File: src/etf_pkg.sv
// Shared types and constants for the escape-time fractal iterator.
`default_nettype none

package etf_pkg;

    // Field and register widths
    localparam int ETF_DATA_W    = 32;
    localparam int ETF_PROD_W    = 2 * ETF_DATA_W;
    localparam int ETF_MODE_W    = 3;
    localparam int ETF_LIMIT_W   = 16;
    localparam int ETF_RESULT_W  = 16;
    localparam int ETF_CFG_IDX_W = 2;

    // Number format and counter defaults
    localparam int ETF_FRAC_BITS  = 28;
    localparam int ETF_COUNT_BITS = 16;

    // Register indexes on the configuration port
    localparam logic [ETF_CFG_IDX_W-1:0] REG_MODE       = 2'd0;
    localparam logic [ETF_CFG_IDX_W-1:0] REG_LIMIT      = 2'd1;
    localparam logic [ETF_CFG_IDX_W-1:0] REG_JULIA_REAL = 2'd2;
    localparam logic [ETF_CFG_IDX_W-1:0] REG_JULIA_IMAG = 2'd3;

    // Fractal map codes; unused codes iterate as the plain quadratic map
    localparam logic [ETF_MODE_W-1:0] MODE_MANDEL  = 3'd0;
    localparam logic [ETF_MODE_W-1:0] MODE_JULIA   = 3'd1;
    localparam logic [ETF_MODE_W-1:0] MODE_SHIP    = 3'd2;
    localparam logic [ETF_MODE_W-1:0] MODE_CELTIC  = 3'd3;
    localparam logic [ETF_MODE_W-1:0] MODE_BUFFALO = 3'd4;

    // Reset values of the configuration registers
    localparam logic [ETF_MODE_W-1:0]  RST_MODE  = MODE_MANDEL;
    localparam logic [ETF_LIMIT_W-1:0] RST_LIMIT = 16'd256;

    // Commands from the controller to the datapath
    typedef struct packed {
        logic load;  // take a new point
        logic mul;   // form the three products of z
        logic chk;   // escape test, combine products
        logic upd;   // write the new z, bump the count
        logic put;   // move the count into the output register
    } t_cmd;

    // Status from the datapath to the controller
    typedef struct packed {
        logic stop;  // escaped or limit reached (valid in the check step)
    } t_sts;

endpackage

`default_nettype wire

File: src/etf_ctrl.sv
// Controller state machine that sequences one point through the iteration loop.
`default_nettype none

module etf_ctrl (
    input  wire              i_clk,
    input  wire              i_rst_n,
    input  wire              i_in_valid,
    output logic             o_in_ready,
    input  wire              i_out_free,
    input  etf_pkg::t_sts    i_sts,
    output etf_pkg::t_cmd    o_cmd
);
    import etf_pkg::*;

    typedef enum logic [4:0] {
        ST_IDLE = 5'b00001,
        ST_MUL  = 5'b00010,
        ST_CHK  = 5'b00100,
        ST_UPD  = 5'b01000,
        ST_DONE = 5'b10000
    } t_state;

    t_state r_state;
    t_state n_state;

    always_comb begin
        n_state    = r_state;
        o_cmd      = '0;
        o_in_ready = 1'b0;
        unique case (r_state)
            ST_IDLE: begin
                o_in_ready = 1'b1;
                if (i_in_valid) begin
                    o_cmd.load = 1'b1;
                    n_state    = ST_MUL;
                end
            end
            ST_MUL: begin
                o_cmd.mul = 1'b1;
                n_state   = ST_CHK;
            end
            ST_CHK: begin
                o_cmd.chk = 1'b1;
                n_state   = i_sts.stop ? ST_DONE : ST_UPD;
            end
            ST_UPD: begin
                o_cmd.upd = 1'b1;
                n_state   = ST_MUL;
            end
            ST_DONE: begin
                // hold until the output register can take the count
                if (i_out_free) begin
                    o_cmd.put = 1'b1;
                    n_state   = ST_IDLE;
                end
            end
            default: begin
                n_state = ST_IDLE;
            end
        endcase
    end

    always_ff @(posedge i_clk) begin
        if (!i_rst_n) begin
            r_state <= ST_IDLE;
        end else begin
            r_state <= n_state;
        end
    end

`ifndef ASSERT_OFF
    ap_chk_after_mul: assert property (@(posedge i_clk) disable iff (!i_rst_n)
        (r_state == ST_CHK) |-> $past(r_state == ST_MUL))
        else $error("check step not preceded by multiply step");

    ap_upd_only_on_go: assert property (@(posedge i_clk) disable iff (!i_rst_n)
        (r_state == ST_UPD) |-> $past(r_state == ST_CHK && !i_sts.stop))
        else $error("update after a stopping check");

    ap_put_when_free: assert property (@(posedge i_clk) disable iff (!i_rst_n)
        o_cmd.put |=> (r_state == ST_IDLE))
        else $error("result written but controller not back to idle");
`endif

endmodule

`default_nettype wire

File: config.mk
export PLATFORM = sky130hd
export DESIGN_NAME = etf_ctrl
export DESIGN_NICKNAME = d
export VERILOG_FILES = /design/src/etf_pkg.sv /design/src/etf_ctrl.sv
export SDC_FILE = /design/constraint.sdc
export NUM_CORES = 1
export LEC_CHECK = 0
export BUFFER_PORTS_ARGS = -buffer_cell sky130_fd_sc_hd__buf_4
export CORE_AREA = 4 4 41 43
export CTS_CLUSTER_DIAMETER = 150
export CTS_CLUSTER_SIZE = 10
export DETAILED_ROUTE_END_ITERATION = 8
export DIE_AREA = 0 0 45 47
export GPL_ROUTABILITY_DRIVEN = 0
export GPL_TIMING_DRIVEN = 0
export SLEW_MARGIN = 10
export SYNTH_ARGS = -nofsm -noshare
export SYNTH_HDL_FRONTEND = slang
export SYNTH_SLANG_ARGS = --single-unit
File: constraint.sdc
create_clock -name i_clk -period 3.2 [get_ports i_clk]
set_clock_uncertainty 0.1 [all_clocks]
set_input_delay 0.32 -clock i_clk [delete_from_list [all_inputs] [get_ports i_clk]]
set_output_delay 0.32 -clock i_clk [all_outputs]
set_load 0.01 [all_outputs]
==> run metrics, run 1 <==
R2R depth=4; Min-Delay Path Depth=2; count of pins over their slew limit=0; area leader, netlist=dfxtp_1; Root Buffer=clkbuf_4; CTS Buffer Depth=2; final instance area=roughly 440 sq um; via count=about 300; power per cell area=506 nW/um^2; Top Registers=r_state x5; Post-Route WL=between 600 and 700 um; fmax=a little under 600 MHz; vias in the first global route=around 250; most frequent cells in the layout=buf_4, dfxtp_1, nor2_1, inv_1, nor3_1; antenna viol nets, final=0; M1 GR Usage=8.47%; total negative slack=0 ps; die area=between 2000 and 2500 sq um; First-pass DRT Iterations=2; Power Internal=0.153 mW; slowest CP cell=nor4_2; crit path max fanout=6; leakage=0.205 nW; H-tree Lvls=1; Comb power frac=33.0%; Worst-Skew Late Latency=~240 ps; max cap viols=0; P_sw=0.0686 mW; RSZ-0062 raised after global routing=no; GRT met3 Usage=2.30%; Worst EP required=roughly 2800 ps; total CTS buffers=3; Period Utilization, post-route=53.5%; crit-path leading delay family=simple AND/OR/NAND/NOR gates; worst reg2reg endpoint=r_state[0]; vias per std cell=4.64; post-synth top area share=between 30% and 40%; die width=45 um; synthesis-to-finish area growth=37.8%; Initial DRC Count=1; Core Footprint=between 1000 and 1500 sq um; CP cell instances=nor4_2 > and3_1 > buf_4; Seq pwr share=33.7%; Slew HR=around 78%; fraction of layout cells with a size suffix above 1=between 40% and 50%; CTS hold repair buffers=0; internal reg-to-reg setup slack=about 1900 ps; M2 GR Usage=8.76%; # IOs=11; flops & latches, synth=5; CTS tree=yes; gr usage total=6.81%; sequential area share after synthesis=about a third; die height=47 um; GRT Residual Overflow=0; clock net sink count=5; DRC=0; global-route wire length before repair=slightly below 1000 um; CTS clock-pin slew for the worst setup and hold paths=40 ps; crit path capture type=primary output; CP startpoint kind=register; synth top area cells=dfxtp_1, nor4_2, nor4b_4; max reg flops=5; clock group share of total power=about a third; initial antenna violation count=0; hold_sp=i_sts; Switching Share=31.0%; syn_area_per_cell=roughly 9.1 sq um; total power=~0.22 mW; crit path buf inv count=1; diode count=0; Worst Path Arrival=1290 ps; Slew @ Worst Pin=~330 ps; # rows=13; largest net degree at the start of global routing=9; r2r startpoint=r_state[0]; Routed WL per cell=slightly above 10 um; nets@finish=55; Synth cell types=21; count of final setup violators=0; Synth Cell Area=318 sq um; CP peak stage delay=390 ps; Post-CTS Setup Bufs=0; Yosys warning total=0; outcome=finished clean; Final Hold Vio Count=0; Hold Path Class=in -> reg; port buffer count=10; Most flops, register=r_state; Worst VDD drop=between 0.2 and 0.25 mV; Tmin final=1710 ps; gr busiest metal=met2; CP Class=reg -> out; most common cell after layout, fill and taps aside=buf_4; Initial Util=24.4%; Post-Syn Nets=40; post-CTS sizing=0; Mapped Cells=35; Area after DPL=just over 400 sq um; DP Wirelength=506 um; WHS Endpoint=r_state[3]
## power groups by stage
stage | Combinational, mW | Clock, mW | Sequential, mW
2_1_floorplan | 0.0501 | 0 | 0.0745
3_3_place_gp | 0.0732 | 0 | 0.0758
3_5_place_dp | 0.0738 | 0 | 0.0755
4_1_cts | 0.0738 | 0.0779 | 0.0743
5_1_grt | 0.0802 | 0.0831 | 0.0752
6_report | 0.0730 | 0.0738 | 0.0746
## worst register-to-register path, stage by stage (launching register included)
cell	delay, ps
dfxtp_1	300
buf_6	130
nor4b_4	280
a22oi_1	140
a31o_1	230
## final cells by class
| type | count | area [sq um] |
|---|---|---|
| fillers | 140 | 863 |
| multi-input cells | 25 | 191 |
| flip-flops and latches | 5 | 100 |
| repair buffers | 10 | 75.1 |
| clock buffers | 4 | 26.3 |
| well taps | 15 | 18.8 |
| inverters | 4 | 15.0 |
| plain buffers | 1 | 11.3 |
## cell usage after synthesis, drive strengths merged
cell type and instances:
nor4 2, nand3 1, buf 1, nand3b 1, dfxtp 5, and2 2, nor2 4, and3 2
nor4b 1, nand2 1, and4b 1, a31o 2, a21oi 1, nand4 1, a22oi 1, nor3 4
inv 4, xor2 1
## per-layer routing
metal  part of all wire [%]  vias up
met1                     50      132
met4                    2.6        0
met3                    6.0        2
met5                      0        -
met2                     42        8
li1                       -      155
## worst max-delay path by stage
stage                    start        to  slack, ps  cells past startpoint
CTS                 r_state[4]  o_cmd[4]       1460                      3
global placement    r_state[4]  o_cmd[4]       1750                      3
global route        r_state[4]  o_cmd[4]       1380                      3
finish              r_state[4]  o_cmd[4]       1490                      3
floorplan           r_state[4]  o_cmd[4]       1860                      2
detailed placement  r_state[4]  o_cmd[4]       1730                      3
## stage by stage
step / hold slack, ps / util, % / worst slack (ps) / std cells
after floorplan: 291 / - / 1860 / 35
after global placement: 398 / 31.6 / 1750 / 60
after detailed placement: 401 / 31.6 / 1730 / 60
after CTS: 143 / 33.7 / 1460 / 64
after global routing: 137 / 33.7 / 1380 / 64
final: 153 / 33.7 / 1490 / 64
## kinds of logic (layout without fill, tap and decap cells)
logic type      after synthesis  in the layout  share of synthesized area (%)
simple gates                 20             20                           45.3
compound gates                4              4                           12.2
flops                         5              5                           31.5
xor+xnor                      1              1                           2.76
buf+inv                       5             19                           8.27
No activity file was read; power rests on OpenSTA's default activity.
==> inputs of run 2 (changes only) <==
Settings changed: ABC_AREA from default to 1.
Clock period 3.2 ns to 1.8 ns, I/O delays scaled along.
==> run metrics, run 2 <==
Initial Util=23.1% (was 24.4%); main combinational cell family by area after synthesis=simple AND/OR/NAND/NOR gates (unchanged); total negative slack=0 ps (unchanged); Root Buffer=clkbuf_4 (unchanged); met2 WL=224 um (was 270 um); Post-Place Worst Slack=636 ps (was 1730 ps); flops & latches, synth=5 (unchanged); sequential area share after synthesis=33.3% (was 31.5%); Synth Cell Area=300 sq um (was 318 sq um); Worst Path Arrival=1130 ps (was 1290 ps); most common cell after layout, fill and taps aside=buf_4 (unchanged); Tmin final=about 1400 ps; antenna viol nets, final=0 (unchanged); post-synth top area share=33.3% (was 31.5%); total power=0.384 mW (was 0.221 mW); total CTS buffers=3 (unchanged); most frequent cells in the layout=buf_4, inv_1, nor2_1, dfxtp_1, nand2_1 (was buf_4, dfxtp_1, nor2_1, inv_1, nor3_1); die width=45 um (unchanged); synth top area cells=dfxtp_1, nand3_2, inv_1 (was dfxtp_1, nor4_2, nor4b_4); outcome=finished clean (unchanged); # rows=13 (unchanged); Post-synth EDFFs=0 (unchanged); Slew @ Worst Pin=276 ps (was 333 ps); CTS Buffer Depth=2 (unchanged); leakage=0.216 nW (was 0.205 nW); # IOs=11 (unchanged); CTS clock-pin slew for the worst setup and hold paths=40 ps (about the same); H-tree Lvls=1 (unchanged); met1 wire length=325 um (was 322 um); Final Hold Vio Count=0 (unchanged); met3 wire length=52 um (was 39 um); Hold Path Class=in -> reg (unchanged); initial antenna violation count=0 (unchanged); largest net degree at the start of global routing=8 (was 9); nets@finish=62 (was 55); mux cell area share after synthesis=0% (unchanged); Slew HR=81.6% (was 77.6%); die height=47 um (unchanged); post-CTS sizing=0 (unchanged); Synth Flop Type=dfxtp_1 (unchanged); Post-Synth Simple-Gate Area=52.5% (was 45.3%); fraction of layout cells with a size suffix above 1=42.9% (was 40.8%); area leader, netlist=dfxtp_1 (unchanged); vias per std cell=4.06 (was 4.64); CP startpoint kind=register (unchanged); post-synthesis adder-cell area fraction=0% (unchanged); crit path capture type=primary output (unchanged); gr usage total=7.35% (was 6.81%); Yosys warning total=0 (unchanged); Mapped Cells=42 (was 35); port buffer count=10 (unchanged); syn_area_per_cell=7.15 sq um (was 9.08 sq um); count of pins over their slew limit=0 (unchanged); Top Registers=r_state x5 (unchanged); Period Utilization, post-route=approximately four fifths; uppermost layer routed=met3 (was met4); CP Class=reg -> out (unchanged); Post-Syn Nets=47 (was 40); DP Wirelength=511 um (was 506 um); Synth Area in Compound Gates=2.92% (was 12.2%); global-route wire length before repair=1120 um (was 986 um); Worst-Skew Late Latency=240 ps (about the same); Synth cell types=14 (was 21); post-synthesis async set-or-reset flop share=0% (unchanged); CTS hold repair buffers=0 (unchanged); diode count=0 (unchanged); top cells by count, synth=inv_1, nor2_1, dfxtp_1, nand2_1 (was dfxtp_1, inv_1, nor2_1, nor3_1, nor4_2); Most flops, register=r_state (unchanged); clock net sink count=5 (unchanged); crit path max fanout=4 (was 6); Post-CTS Setup Bufs=0 (unchanged); GRT Residual Overflow=0 (unchanged); die area=2120 sq um (unchanged); Initial DRC Count=3 (was 1); top-count cell post-synth=inv_1 (was dfxtp_1); PnR worst setup slack=390 ps (was 1490 ps); count of final setup violators=0 (unchanged); Worst EP required=1520 ps (was 2780 ps); Worst VDD drop=0.379 mV (was 0.205 mV); Post-Synth XOR/XNOR Area=0% (was 2.76%); max cap viols=0 (unchanged); RSZ-0062 raised after global routing=no (unchanged); Post-Route WL=602 um (was 648 um); Core Footprint=1300 sq um (unchanged); via count=288 (was 297); max reg flops=5 (unchanged); CTS tree=yes (unchanged); synthesis-to-finish area growth=40.0% (was 37.8%); vias in the first global route=276 (was 253); Routed WL per cell=8.48 um (was 10.1 um); fmax=a little over 700 MHz; power per cell area=913 nW/um^2 (was 506 nW/um^2); internal reg-to-reg setup slack=670 ps (was 1910 ps); DRC=0 (unchanged); First-pass DRT Iterations=4 (was 2)
[run 2: worst paths after layout]
kind / from / end / cells past startpoint
worst min register to register: r_state[2] / r_state[3] / 2
worst max-delay path: r_state[1] / o_cmd[2] / 4
worst max register to register: r_state[4] / r_state[0] / 6
worst min-delay path: i_sts / r_state[3] / 2
[run 2: routing by layer]
metal  vias to the layer above  GRT usage, %
li1                        160             -
met2                        11          8.76
met4                         0          5.26
met1                       117          10.7
met5                         -             0
met3                         0          2.30
[run 2: final cells by class]
type / count / area, sq um
Clock buffer: 4 / 26.3
Fill cell: 152 / 881
Inverter: 9 / 33.8
Multi-Input combinational cell: 28 / 166
Sequential cell: 5 / 100
Tap cell: 15 / 18.8
Timing Repair Buffer: 10 / 75.1
[run 2: stage by stage]
step | instance area (sq um) | hold slack, ps | utilization (%) | instances
4_1_cts | 420 | 7.67 | 32.3 | 71
6_report | 420 | 16.5 | 32.3 | 71
3_3_place_gp | 394 | 264 | 30.3 | 67
5_1_grt | 420 | 4.50 | 32.3 | 71
3_5_place_dp | 394 | 268 | 30.3 | 67
2_1_floorplan | 300 | 157 | - | 42
[run 2: power by group]
group | switching [mW] | internal [mW]
Sequential | 0.0140 | 0.123
Combinational | 0.0666 | 0.0528
Clock | 0.0433 | 0.0836
Total | 0.124 | 0.260
[run 2: cell families (layout without fill, tap and decap cells)]
family,Yosys count,in the layout
buffers and inverters,9,23
AND/OR/NAND/NOR,27,27
AO/OA/AOI/OAI,1,1
flip-flops,5,5
[run 2: worst max-delay path: stages (launching register included)]
cell     delay [ps]
dfxtp_1         340
nor2_4          170
nand3_2          90
nor2_2          150
buf_4           140
==> inputs of run 3 (changes only) <==
Settings changed: ABC_AREA 1 to 0.
Clock period 1.8 ns to 1.4 ns, I/O delays scaled along.
==> run metrics, run 3 (synthesis results as in run 1) <==
Period Utilization, post-route=104%; First-pass DRT Iterations=2 (was 4); Slew @ Worst Pin=286 ps (was 276 ps); Initial Util=24.4% (was 23.1%); most frequent cells in the layout=buf_4, inv_1, nor3_1, clkbuf_4, dfxtp_4 (was buf_4, inv_1, nor2_1, dfxtp_1, nand2_1); outcome=complete, but fails checks (was finished clean); diode count=0 (unchanged); internal reg-to-reg setup slack=30 ps (was 670 ps); die area=2120 sq um (unchanged); crit path max fanout=5 (was 4); Sequential Area=113 sq um (was 100 sq um); Tmin final=between 1000 and 1500 ps; CP startpoint kind=register (unchanged); PnR worst setup slack=-60.7 ps (was 390 ps); global-route wire length before repair=1070 um (was 1120 um); Area after DPL=412 sq um (was 394 sq um); CTS tree=yes (unchanged); RSZ-0062 raised after global routing=yes (was no); Worst VDD drop=0.516 mV (was 0.379 mV); Post-Place Worst Slack=105 ps (was 636 ps); gr usage total=7.37% (was 7.35%); Slew HR=80.8% (was 81.6%); power per cell area=1020 nW/um^2 (was 913 nW/um^2); Root Buffer=clkbuf_4 (unchanged); antenna viol nets, final=0 (unchanged); max cap viols=0 (unchanged); vias per std cell=4.60 (was 4.06); # rows=13 (unchanged); DP Wirelength=506 um (was 511 um); vias in the first global route=276 (unchanged); Routed WL per cell=11.8 um (was 8.48 um); port buffer count=10 (unchanged); die width=45 um (unchanged); total power=0.559 mW (was 0.384 mW); via count=331 (was 288); leakage=0.252 nW (was 0.216 nW); clock net sink count=5 (unchanged); CTS clock-pin slew for the worst setup and hold paths=40 ps (about the same); failing checks=setup timing; Top Registers=r_state x5 (unchanged); initial antenna violation count=0 (unchanged); GRT Residual Overflow=0 (unchanged); multi-input combinational cell area=226 sq um (was 166 sq um); DRC=0 (unchanged); die height=47 um (unchanged); synthesis-to-finish area growth=72.4% (was 40.0%); Core Footprint=1300 sq um (unchanged); total CTS buffers=3 (unchanged); Final Hold Vio Count=0 (unchanged); fmax=about 700 MHz; count of final setup violators=2 (was 0); Post-Route WL=847 um (was 602 um); largest net degree at the start of global routing=9 (was 8); H-tree Lvls=1 (unchanged); Worst-Skew Late Latency=240 ps (about the same); Worst EP required=1160 ps (was 1520 ps); fraction of layout cells with a size suffix above 1=63.2% (was 42.9%); max reg flops=5 (unchanged); CP Class=reg -> out (unchanged); CTS Buffer Depth=2 (unchanged); count of pins over their slew limit=0 (unchanged); most common cell after layout, fill and taps aside=buf_4 (unchanged); Hold Path Class=in -> reg (unchanged); Most flops, register=r_state (unchanged); Initial DRC Count=1 (was 3); nets@finish=63 (was 62); # IOs=11 (unchanged); Worst Path Arrival=1220 ps (was 1130 ps); final instance area=548 sq um (was 420 sq um); fillers=135 (was 152); crit path capture type=primary output (unchanged)
-- run 3: changes by cell type in the layout (fill, tap and decap cells not counted), moves of 2 or more --
cell / delta
inv_1: -4
dfxtp_4: +3
nor2_4: -2
nor2_1: -5
buf_4: +7
nor3_1: +2
nand3_1: -3
nand2_1: -3
nand3_2: -2
dfxtp_1: -4
-- run 3: area by class of cell --
class | count | share of cell area (%)
sequential | 5 | 20.5
tap | 15 | 3.42
multi-input combinational | 25 | 41.3
timing repair buffer | 18 | 25.1
clock buffer | 4 | 4.79
buffer | 1 | 2.05
inverter | 4 | 2.74
-- run 3: final timing paths --
path	start	end	cells after the start
min reg2reg	r_state[4]	r_state[3]	3
max reg2reg	r_state[3]	r_state[0]	4
min	i_rst_n	r_state[4]	4
max	r_state[4]	o_cmd[4]	3
-- run 3: worst max-delay path, stage by stage (launching register included) --
cell and delay [ps]:
dfxtp_4 360, nor4_4 320, and3_1 190, buf_4 110
-- run 3: what timing repair did --
action                                 4_1_cts  5_1_grt
hold buffers                                 1        0
buffers inserted                             2        5
endpoints found under the hold margin        1        0
pin swaps                                    3        3
setup endpoints to repair                    5        7
gates resized for setup                      7        7
-- run 3: where the power goes --
| group | switching (mW) | total [mW] | internal [mW] |
|---|---|---|---|
| clock | 0.0622 | 0.170 | 0.108 |
| sequential | 0.0178 | 0.171 | 0.153 |
| combinational | 0.100 | 0.218 | 0.118 |
-- run 3: routing by layer --
| metal | vias up | track usage [%] | part of all wire, % |
|---|---|---|---|
| met5 | - | 0 | 0 |
| met4 | 0 | 7.02 | 2.4 |
| met3 | 2 | 2.30 | 5.1 |
| met2 | 8 | 10.7 | 50 |
| met1 | 149 | 8.49 | 42 |
| li1 | 172 | - | - |
-- run 3: through the flow --
step	std cells	hold WS [ps]	setup TNS, ps	util (%)
global route	72	166	-283	42.1
CTS	67	89.7	-140	37.3
global placement	60	218	0	31.6
floorplan	35	111	0	-
finish	72	163	-90.4	42.1
detailed placement	60	221	0	31.6
